### src/bpe_pkg.sv
// bpe_pkg: shared types and constants for the battery percent estimator
`timescale 1ns / 1ps
`default_nettype none
package bpe_pkg;

	localparam int AVG_SAMPLES = 20;
	localparam int BURST_COUNT = 2;

	// reciprocal division: floor(n / d) = (n * ceil(2^DIV_SHIFT / d)) >> DIV_SHIFT for n < 2^19
	localparam int DIV_SHIFT   = 24;
	localparam int RECIP_W     = 25;
	localparam int AVG_RECIP   = ((2 ** DIV_SHIFT) + AVG_SAMPLES - 1) / AVG_SAMPLES;
	localparam int BURST_DIV   = BURST_COUNT - 1;
	localparam int BURST_RECIP = ((2 ** DIV_SHIFT) + BURST_DIV - 1) / BURST_DIV;

	// (v - 3150) * 100 / 1043 as one constant multiply and shift
	localparam int PCT_MUL_W  = 24;
	localparam int PCT_MUL    = 12868500;
	localparam int PCT_SHIFT  = 27;

	localparam int VOLT_W     = 13;
	localparam int PCT_W      = 7;
	localparam int PSUM_W     = 12;
	localparam int VSUM_W     = 19;
	localparam int COUNT_W    = 6;
	localparam int SHOWN_P_W  = 8;
	localparam int SHOWN_V_W  = 16;
	localparam int HYST_W     = 7;

	localparam logic [SHOWN_P_W-1:0] SHOWN_P_RESET = 8'd188;
	localparam logic [HYST_W-1:0]    HYST_RESET    = 7'd5;

	typedef enum logic [1:0] {
		MODE_NORMAL = 2'd0,
		MODE_FIRST  = 2'd1,
		MODE_BURST  = 2'd2
	} run_mode_t;

	typedef enum logic [1:0] {
		OP_SAMPLE = 2'd0,
		OP_ARM    = 2'd1,
		OP_BURST  = 2'd2,
		OP_RSVD   = 2'd3
	} op_t;

endpackage
`default_nettype wire

### src/battery_percent_estimator_core.sv
// battery_percent_estimator_core: sample runs, averaging and hysteresis display update
// an accepted input beat passes the input and result registers to its result beat
// throughput: one beat per cycle; s_axis_tready follows m_axis_tready through one
// input register and one result register
// reset: arst_n clears the run state to first reading, shown percent to 188,
// shown voltage to 0 and hysteresis_step to 5; no clearing pass
`timescale 1ns / 1ps
`default_nettype none
module battery_percent_estimator_core (
	input  wire logic        clk,
	input  wire logic        arst_n,
	input  wire logic        s_axis_tvalid,
	output logic             s_axis_tready,
	input  wire logic [15:0] s_axis_tdata,   // voltage_mv [12:0], zero pad
	input  wire logic [1:0]  s_axis_tuser,   // op [1:0]
	output logic             m_axis_tvalid,
	input  wire logic        m_axis_tready,
	output logic      [23:0] m_axis_tdata,   // display_percent [7:0], mean_voltage_mv [23:8]
	output logic      [0:0]  m_axis_tuser,   // updated [0]
	input  wire logic        cfg_valid,
	output logic             cfg_ready,
	input  wire logic [6:0]  cfg_data        // hysteresis_step
);
	import bpe_pkg::*;

	localparam int PPROD_W = PSUM_W + RECIP_W;
	localparam int VPROD_W = VSUM_W + RECIP_W;

	logic                  valid_s1;
	op_t                   op_s1;
	logic [VOLT_W-1:0]     volt_s1;
	logic                  advance;

	logic [HYST_W-1:0]     hyst_q;
	run_mode_t             mode_q, mode_e, mode_d;
	logic [COUNT_W-1:0]    count_q, count_e, count_n, count_d;
	logic [PSUM_W-1:0]     psum_q, psum_d;
	logic [VSUM_W-1:0]     vsum_q, vsum_d;
	logic [SHOWN_P_W-1:0]  shown_p_q, shown_p_d;
	logic [SHOWN_V_W-1:0]  shown_v_q, shown_v_d;
	logic                  upd;

	logic [PCT_W-1:0]      pct;
	logic [PPROD_W-1:0]    avg_pprod, burst_pprod;
	logic [VPROD_W-1:0]    avg_vprod, burst_vprod;
	logic [PSUM_W-1:0]     avg_mean_p, burst_mean_p;
	logic [VSUM_W-1:0]     avg_mean_v, burst_mean_v;
	logic [PSUM_W-1:0]     shown_ext, hyst_ext;

	logic                  out_valid_q;
	logic [23:0]           out_data_q;
	logic                  out_upd_q;

	assign advance       = valid_s1 && (!out_valid_q || m_axis_tready);
	assign s_axis_tready = !valid_s1 || advance;
	assign cfg_ready     = 1'b1;

	assign m_axis_tvalid = out_valid_q;
	assign m_axis_tdata  = out_data_q;
	assign m_axis_tuser  = out_upd_q;

	// input register
	always_ff @(posedge clk or negedge arst_n) begin
		if (!arst_n) begin
			valid_s1 <= 1'b0;
		end else if (s_axis_tready) begin
			valid_s1 <= s_axis_tvalid;
		end
	end

	always_ff @(posedge clk) begin
		if (s_axis_tready && s_axis_tvalid) begin
			op_s1   <= op_t'(s_axis_tuser);
			volt_s1 <= s_axis_tdata[VOLT_W-1:0];
		end
	end

	always_ff @(posedge clk or negedge arst_n) begin
		if (!arst_n) begin
			hyst_q <= HYST_RESET;
		end else if (cfg_valid) begin
			hyst_q <= cfg_data;
		end
	end

	bpe_pct_map u_pct_map (
		.voltage_mv (volt_s1),
		.percent    (pct)
	);

	// run means by reciprocal multiply
	assign avg_pprod    = PPROD_W'(psum_q) * PPROD_W'(AVG_RECIP);
	assign burst_pprod  = PPROD_W'(psum_q) * PPROD_W'(BURST_RECIP);
	assign avg_vprod    = VPROD_W'(vsum_q) * VPROD_W'(AVG_RECIP);
	assign burst_vprod  = VPROD_W'(vsum_q) * VPROD_W'(BURST_RECIP);
	assign avg_mean_p   = avg_pprod[DIV_SHIFT +: PSUM_W];
	assign burst_mean_p = burst_pprod[DIV_SHIFT +: PSUM_W];
	assign avg_mean_v   = avg_vprod[DIV_SHIFT +: VSUM_W];
	assign burst_mean_v = burst_vprod[DIV_SHIFT +: VSUM_W];
	assign shown_ext    = PSUM_W'(shown_p_q);
	assign hyst_ext     = PSUM_W'(hyst_q);

	always_comb begin
		mode_e    = mode_q;
		count_e   = count_q;
		mode_d    = mode_q;
		count_d   = count_q;
		psum_d    = psum_q;
		vsum_d    = vsum_q;
		shown_p_d = shown_p_q;
		shown_v_d = shown_v_q;
		upd       = 1'b0;
		count_n   = '0;
		if (op_s1 == OP_ARM) begin
			if (mode_q == MODE_NORMAL) begin
				mode_d  = MODE_FIRST;
				count_d = '0;
			end
		end else begin
			if (op_s1 == OP_BURST) begin
				mode_e = MODE_BURST;
				count_e = '0;
			end
			count_n = count_e + COUNT_W'(1);
			mode_d  = mode_e;
			count_d = count_n;
			if (mode_e == MODE_FIRST && count_n > COUNT_W'(2)) begin
				mode_d    = MODE_NORMAL;
				count_d   = '0;
				shown_p_d = psum_q[SHOWN_P_W-1:0];
				shown_v_d = vsum_q[SHOWN_V_W-1:0];
				upd       = 1'b1;
			end else if (mode_e == MODE_BURST && count_n > COUNT_W'(BURST_COUNT)) begin
				mode_d  = MODE_NORMAL;
				count_d = '0;
				if (burst_mean_p > shown_ext || shown_p_q > SHOWN_P_W'(100) ||
				    (burst_mean_p < shown_ext && shown_ext - burst_mean_p > hyst_ext)) begin
					shown_p_d = burst_mean_p[SHOWN_P_W-1:0];
					shown_v_d = burst_mean_v[SHOWN_V_W-1:0];
					upd       = 1'b1;
				end
			end else if (mode_e == MODE_NORMAL && count_n > COUNT_W'(AVG_SAMPLES + 1)) begin
				count_d = '0;
				if ((avg_mean_p > shown_ext && avg_mean_p - shown_ext > hyst_ext) ||
				    avg_mean_p < shown_ext) begin
					shown_p_d = avg_mean_p[SHOWN_P_W-1:0];
					shown_v_d = avg_mean_v[SHOWN_V_W-1:0];
					upd       = 1'b1;
				end
			end else if (count_n == COUNT_W'(1)) begin
				// first beat of a run only clears the sums
				psum_d = '0;
				vsum_d = '0;
			end else begin
				psum_d = psum_q + PSUM_W'(pct);
				vsum_d = vsum_q + VSUM_W'(volt_s1);
			end
		end
	end

	always_ff @(posedge clk or negedge arst_n) begin
		if (!arst_n) begin
			mode_q    <= MODE_FIRST;
			count_q   <= '0;
			psum_q    <= '0;
			vsum_q    <= '0;
			shown_p_q <= SHOWN_P_RESET;
			shown_v_q <= '0;
		end else if (advance) begin
			mode_q    <= mode_d;
			count_q   <= count_d;
			psum_q    <= psum_d;
			vsum_q    <= vsum_d;
			shown_p_q <= shown_p_d;
			shown_v_q <= shown_v_d;
		end
	end

	// result register
	always_ff @(posedge clk or negedge arst_n) begin
		if (!arst_n) begin
			out_valid_q <= 1'b0;
		end else if (advance) begin
			out_valid_q <= 1'b1;
		end else if (m_axis_tready) begin
			out_valid_q <= 1'b0;
		end
	end

	always_ff @(posedge clk) begin
		if (advance) begin
			out_data_q <= {shown_v_d, shown_p_d};
			out_upd_q  <= upd;
		end
	end

endmodule
`default_nettype wire

### src/bpe_pct_map.sv
// bpe_pct_map: piecewise map of one voltage sample to a charge percent
`timescale 1ns / 1ps
`default_nettype none
module bpe_pct_map (
	input  wire logic [bpe_pkg::VOLT_W-1:0] voltage_mv,
	output logic      [bpe_pkg::PCT_W-1:0]  percent
);
	import bpe_pkg::*;

	logic [VOLT_W-1:0]             hi_diff;
	logic [VOLT_W-1:0]             mid_diff;
	logic [PCT_MUL_W+10-1:0]       mid_prod;

	assign hi_diff  = voltage_mv - VOLT_W'(3340);
	assign mid_diff = voltage_mv - VOLT_W'(3150);
	// mid band offset stays below 810, ten bits
	assign mid_prod = (PCT_MUL_W + 10)'(mid_diff[9:0]) * (PCT_MUL_W + 10)'(PCT_MUL);

	always_comb begin
		if (voltage_mv >= VOLT_W'(4100)) begin
			percent = PCT_W'(100);
		end else if (voltage_mv >= VOLT_W'(3960)) begin
			percent = hi_diff[3 +: PCT_W];
		end else if (voltage_mv >= VOLT_W'(3220)) begin
			percent = mid_prod[PCT_SHIFT +: PCT_W];
		end else if (voltage_mv >= VOLT_W'(3020)) begin
			percent = PCT_W'(5);
		end else begin
			percent = PCT_W'(1);
		end
	end

endmodule
`default_nettype wire
### config.mk
export PLATFORM = sky130hd
export DESIGN_NAME = battery_percent_estimator_core
export DESIGN_NICKNAME = d
export VERILOG_FILES = /design/src/bpe_pkg.sv /design/src/battery_percent_estimator_core.sv /design/src/bpe_pct_map.sv
export SDC_FILE = /design/constraint.sdc
export NUM_CORES = 1
export LEC_CHECK = 0
export ABC_CLOCK_PERIOD_IN_PS = 9900
export BUFFER_PORTS_ARGS = -buffer_cell sky130_fd_sc_hd__buf_4
export CORE_MARGIN = 3
export CORE_UTILIZATION = 40
export CTS_CLUSTER_SIZE = 25
export DETAILED_ROUTE_END_ITERATION = 7
export PLACE_DENSITY = 0.62
export SETUP_SLACK_MARGIN = 0.15
export SYNTH_ARGS = -nofsm -noshare
export SYNTH_HDL_FRONTEND = slang
export SYNTH_SLANG_ARGS = --single-unit
### constraint.sdc
create_clock -name clk -period 9.9 [get_ports clk]
set_input_delay 0.495 -clock clk [delete_from_list [all_inputs] [get_ports clk]]
set_output_delay 0.495 -clock clk [all_outputs]
set_load 0.01 [all_outputs]
======== Word level (Yosys, flattened, before mapping) ========
Index checks and enable logic that the tools add are counted.
storage, ports and cells
  flip-flop bits (word level) ............. 112
  output and inout bits ................... 28
  input port bits ......................... 30
operators by class
  equality and inequality tests ........... 6
  $add $sub $neg .......................... 7
  bitwise logic cells ..................... 4
  order comparisons ....................... 13
  reductions and logical operators ........ 19
  multipliers ............................. 3
  mux-type cells .......................... 38
operator list
  cell                    count
  $mux 16                 6
  $mux 8                  6
  $mux 6                  7
  $ge 13x12->1 const B    3
  $mul 19x20->39 const B  1
  $mul 10x22->32 const B  1
  $mul 12x20->32 const B  1
  $gt 12x7->1             2
  $mux 7                  3
  $add 19x13->19          1
  $mux 19                 1
  $ge 13x13->1 const B    1
  $add 12x7->12           1
  $gt 12x8->1             1
  $lt 12x8->1             1
  $mux 12                 1
  $mux 2                  6
  $sub 8x12->12           1
  $sub 10x7->10 const B   1
  $sub 10x9->10 const B   1
  $sub 8x8->9             1
  $gt 8x7->1 const B      1
  $gt 8x8->1              1
  $lt 8x8->1              1
  other kinds (17)        40

======== Depth between registers and ports, before layout ========
  depth after elaboration ................. 10
  mapped depth ............................ 36
  gate-level depth less buffers ........... 35

======== Modules after synthesis ========
A second synthesis with hierarchy kept.
second synthesis, totals
  cells, all modules ...................... 1994
  area, all modules ....................... 18785.5 um2
modules (own cells, without submodules)
  module                          cells an instance  instances  area an instance (um2)
  battery_percent_estimator_core  1526               1          14786.7
  bpe_pct_map                     468                1          3998.8

======== Worst setup path before layout ========
No wires, ideal clock.
  path type ............................... flip-flop to flip-flop
  from .................................... register psum_q[10]
  to ...................................... register out_data_q[7], in the netlist m_axis_tdata[7], data pin
  data arrival time ....................... 7.677 ns
  setup slack ............................. 1.962 ns
  cell stages (with the launch flop) ...... 37
  clock period less this slack ............ 7.938 ns
  data required time ...................... 9.639 ns
  buffers on the path ..................... 2
  library setup time ...................... 0.261 ns
  path through ............................ dfrtp_1 -> inv_1 -> ha_1 -> inv_1 -> fa_1 -> fa_1 -> inv_1 -> fa_1 -> inv_1 -> fa_1 -> inv_1 -> ha_1 -> a21oi_1 -> o21ai_0 -> a211oi_2 -> nor2_1 -> or2_2 -> a31oi_1 -> xor2_1 -> ha_1 -> fa_1 -> nand2b_1 -> a21oi_1 -> a21o_1 -> a21oi_1 -> xnor2_1 -> ha_1 -> nand4_1 -> o21ai_0 -> o31ai_1 -> o22ai_1 -> o311a_1 -> or2_2 -> clkbuf_1 -> clkbuf_1 -> nor2_1 -> a221o_1
on the way
  cells in the longest elaborated chain, start to end .. 10
  elaborated cells on any way between the ends .. 20
  those cells by class .................... add/sub (2); mul (1); order compare (6); mux (6); reduce/logical (5)
RTL lines
  item                    RTL line                               text
  start, declared         battery_percent_estimator_core.sv:37   logic [PSUM_W-1:0] psum_q, psum_d;
  start signal, assigned  battery_percent_estimator_core.sv:172  psum_q <= psum_d;
  $mul 12x20->32          battery_percent_estimator_core.sv:92   assign avg_pprod = PPROD_W'(psum_q) * PPROD_W'(AVG_RECIP);
  $sub 8x8->9             battery_percent_estimator_core.sv:144  if ((avg_mean_p > shown_ext && avg_mean_p - shown_ext > hyst_ext) ||
  $gt 12x7->1             battery_percent_estimator_core.sv:144
  $logic_and 1x1->1       battery_percent_estimator_core.sv:144
  $logic_or 1x1->1        battery_percent_estimator_core.sv:144
  $mux 8                  battery_percent_estimator_core.sv:144
  $mux 8                  battery_percent_estimator_core.sv:142  end else if (mode_e == MODE_NORMAL && count_n > COUNT_W'(AVG_SAMPLES + 1)) begin
  $mux 8 *                battery_percent_estimator_core.sv:133  end else if (mode_e == MODE_BURST && count_n > COUNT_W'(BURST_COUNT)) begin
  $mux 8 *                battery_percent_estimator_core.sv:127  if (mode_e == MODE_FIRST && count_n > COUNT_W'(2)) begin
  $mux 8 *                battery_percent_estimator_core.sv:114  if (op_s1 == OP_ARM) begin
  via shown_p_d[7]        battery_percent_estimator_core.sv:39   logic [SHOWN_P_W-1:0] shown_p_q, shown_p_d;
  end signal, assigned    battery_percent_estimator_core.sv:192  out_data_q <= {shown_v_d, shown_p_d};
  end, declared           battery_percent_estimator_core.sv:51   logic [23:0] out_data_q;
Mark *: on every way through the listed nets, which the timed path passes. The rest lies on a longest branch.
A chain may end at the register's enable or synchronous reset.

======== Worst setup path after layout ========
  from .................................... register psum_q[10]
  to ...................................... register out_data_q[3], in the netlist m_axis_tdata[3], data pin
The elaborated chain is that of the path after synthesis.

==> results.py <==
metrics = {
    "status": {
        "outcome": "finished clean",
    },
    "setup_path": {
        "critPathLaunchType": "register",
        "path_buf_inv": 5,
        "timing.rr.start": "psum_q[10]",
        "max_stage_delay_ns": 0.57,
        "worstReg2RegEnd": "m_axis_tdata[3]",
        "r2r_cells": 35,
        "crit_path_end_kind": "register",
        "cp_max_fo": 16,
        "rrSetupSlack_ns": 1.06,
        "required_ns": 10.02,
        "slowest_stage": "fa_1",
        "cp_top_family": "adder cells",
        "path_class": "register to register",
        "worst_ep_arrival_time_ns": 8.97,
    },
    "detailed_routing": {
        "first_pass_iters": 5,
        "wl_per_cell_um": 17.11,
        "dr.first_iter.drc_count": 862,
        "drt_wl_total_mm": 44.53,
        "drcViolationCount": 0,
        "vias": 13788,
        "vias_per_cell": 5.299,
        "drt.antenna.violating_nets": 0,
    },
    "synthesis": {
        "synth_area_um2": 18420,
        "async_flop_share_pct": 64.29,
        "ys_seq_elements": 112,
        "synth_enable_flop_cells": 40,
        "yosysTopAreaCellShare_pct": 25.20,
        "avgSynthCellArea_um2": 9.432,
        "synthTopCellsByArea": "ha_1 (25%), fa_1 (21%), dfrtp_1 (8.7%)",
        "ys_seq_area_share_pct": 16.36,
        "ys_types": 87,
        "yosysWarnings": 0,
        "synth_area_leader_cell": "ha_1",
        "synthFlopType": "dfrtp_1",
        "mappedNetlistNets": 2551,
        "syn_inst": 1953,
    },
    "clocking": {
        "numCtsBuffers": 9,
        "clk_pin_slew_ns": 0.09,
        "clock_latency_ns": 0.38,
        "cts-htree-levels": 3,
        "clockBufferDepth": 2,
        "cts_hold_buffers": 0,
        "post_cts_buffers": 0,
        "cts_sinks": 112,
        "cts_tree": "done",
        "cts_resized": 0,
        "cts_root_buf": "clkbuf_16",
    },
    "grt": {
        "grt_max_degree": 73,
        "grt_antenna_before_repair": 0,
        "grt_pass1_vias": 14002,
        "grt_pass1_wl_mm": 73.74,
        "grtUsageMet1_pct": 28.35,
        "top_usage_layer": "met2",
        "groute.layer.met2.usage_pct": 30.30,
        "track_usage_pct": 19.07,
        "grtUsageMet3_pct": 2.362,
        "grt.overflow.total": 0,
    },
    "timing": {
        "finalHoldViolations": 0,
        "fmax_mhz": 113.1,
        "fin_skew_ns": 0.01254,
        "worst_slew_pin_slew_ns": 1.035,
        "setup_violations": 0,
        "fin_crit_sh_pct": 89.33,
        "slew-limit-headroom_pct": 30.99,
        "rsz0062_at_grt": "no",
        "period_minus_slack_ns": 8.844,
        "slew_viol_final": 0,
        "setup_tns_ns": 0,
    },
    "floorplan": {
        "dieHeight_um": 220.6,
        "start_util_pct": 40.51,
        "coreArea_um2": 45480,
        "placementRows": 78,
        "fp.dieW_um": 220.6,
        "die-area_um2": 48660,
        "io_pins": 58,
    },
    "cells_and_area": {
        "nets": 2595,
        "drive_above_1_share_pct": 6.344,
        "antenna_cells": 0,
        "fin_util_pct": 43.66,
        "design_area_um2": 19850,
        "synthToLayoutAreaGrowth_pct": 7.777,
    },
    "place": {
        "place.gp.congestion": 0.8886,
        "dpl_cell_area_um2": 19530,
        "portBuffers": 53,
        "post-dp-hpwl_mm": 37.19,
    },
    "run": {
        "maxCapViolCount": 0,
    },
    "min_path": {
        "hold_class": "input port to asynchronous set/reset pin",
    },
}
cell usage in the layout (no fill, tap or decap), types with 40 or more instances in the layout:
cell type | netlist | routed
a21oi_1 | 72 | 72
buf_4 | 2 | 66
dfrtp_1 | 64 | 64
edfxtp_1 | 40 | 40
fa_1 | 197 | 197
ha_1 | 371 | 371
inv_1 | 410 | 410
nand2_1 | 109 | 109
nor2_1 | 91 | 91
o21ai_0 | 75 | 75
xnor2_1 | 41 | 41
Yosys cell counts, drive strengths merged (7+ instances only):
cell and number:
inv 411, ha 371, fa 197, nand2 110, nor2 91, o21ai 84
a21oi 75, dfrtp 64, xnor2 41, edfxtp 40, xor2 34, nand3 31
nor3 31, clkbuf 26, nand4 24, o22ai 24, a21o 22, a211oi 17
nor2b 16, o21a 16, o31ai 16, a31oi 15, nand2b 15, a22o 11
and3 9, o211ai 9, or3 9, and2 8, dfstp 8, mux2 8
buf 7, nor4 7, o41ai 7, or2 7
area by class of cell:
| cell class | instances | area [um^2] |
|---|---|---|
| inverters | 411 | 1543 |
| well taps | 600 | 750.7 |
| repair buffers | 66 | 495.5 |
| clock inverters | 7 | 98.84 |
| clock buffers | 9 | 225.2 |
| fillers | 4443 | 25620 |
| multi-input cells | 1397 | 13730 |
| flip-flops and latches | 112 | 3013 |
per-layer routing:
layer / part of all wire (%) / vias up / routed length [um]
met5: 0 / - / 0
li1: - / 6722 / -
met3: 4.9 / 38 / 2189
met2: 45 / 336 / 20080
met4: 1.5 / 0 / 660
met1: 48 / 6692 / 21600
worst max path at each step:
stage | end | start | slack, ns | cells past startpoint
final | m_axis_tdata[3] | psum_q[10] | 1.06 | 35
after global routing | psum_q[10] | volt_s1[2] | 0.39 | 33
after CTS | m_axis_tdata[3] | psum_q[10] | 1.07 | 35
after detailed placement | m_axis_tdata[3] | psum_q[10] | 1.12 | 35
after global placement | m_axis_tdata[3] | psum_q[10] | 1.12 | 35
after floorplan | m_axis_tdata[7] | psum_q[10] | 1.96 | 36
sequential cells by signal, indices dropped and copies added, names as in the netlist, 2 cells and up:
name and count:
m_axis_tdata 24, shown_v_q 16, vsum_q 19, shown_p_q 8, volt_s1 13, hyst_q 7, count_q 6, mode_q 2
psum_q 12, op_s1 2
cell families (layout without fill, tap and decap cells):
group | Yosys count | count (layout) | synth area share, %
AOI/OAI and AO/OA | 367 | 367 | 13.77
xor gates and xnor gates | 75 | 75 | 3.566
adders and majority gates | 568 | 568 | 46.61
buffers and inverters | 444 | 493 | 9.122
DFF | 112 | 112 | 16.36
muxes | 10 | 10 | 0.5977
other | 1 | 1 | 0.02036
and+or+nand+nor | 376 | 376 | 9.957
worst reg2reg max path: cells and delay by family, from the launching register on:
kind / cells / cell delay (ns)
AO/OA/AOI/OAI: 14 / 2.55
flip-flops: 1 / 0.53
adder cells (fa/ha/maj): 9 / 3.71
AND/OR/NAND/NOR: 5 / 1.18
buffers and inverters: 5 / 0.33
XOR/XNOR: 2 / 0.30
through the flow:
stage | std cells | setup WS, ns | hold WS (ns)
floorplan | 1953 | 1.962 | 0.1994
global placement | 2586 | 1.121 | 0.4726
detailed placement | 2586 | 1.123 | 0.4764
CTS | 2602 | 1.069 | 0.2703
global route | 2602 | 0.3929 | 0.2664
finish | 2602 | 1.056 | 0.2696
Power is left out: the tool's default activity adds up to more than one toggle a clock period on the data nets, which glitch-free logic cannot reach.
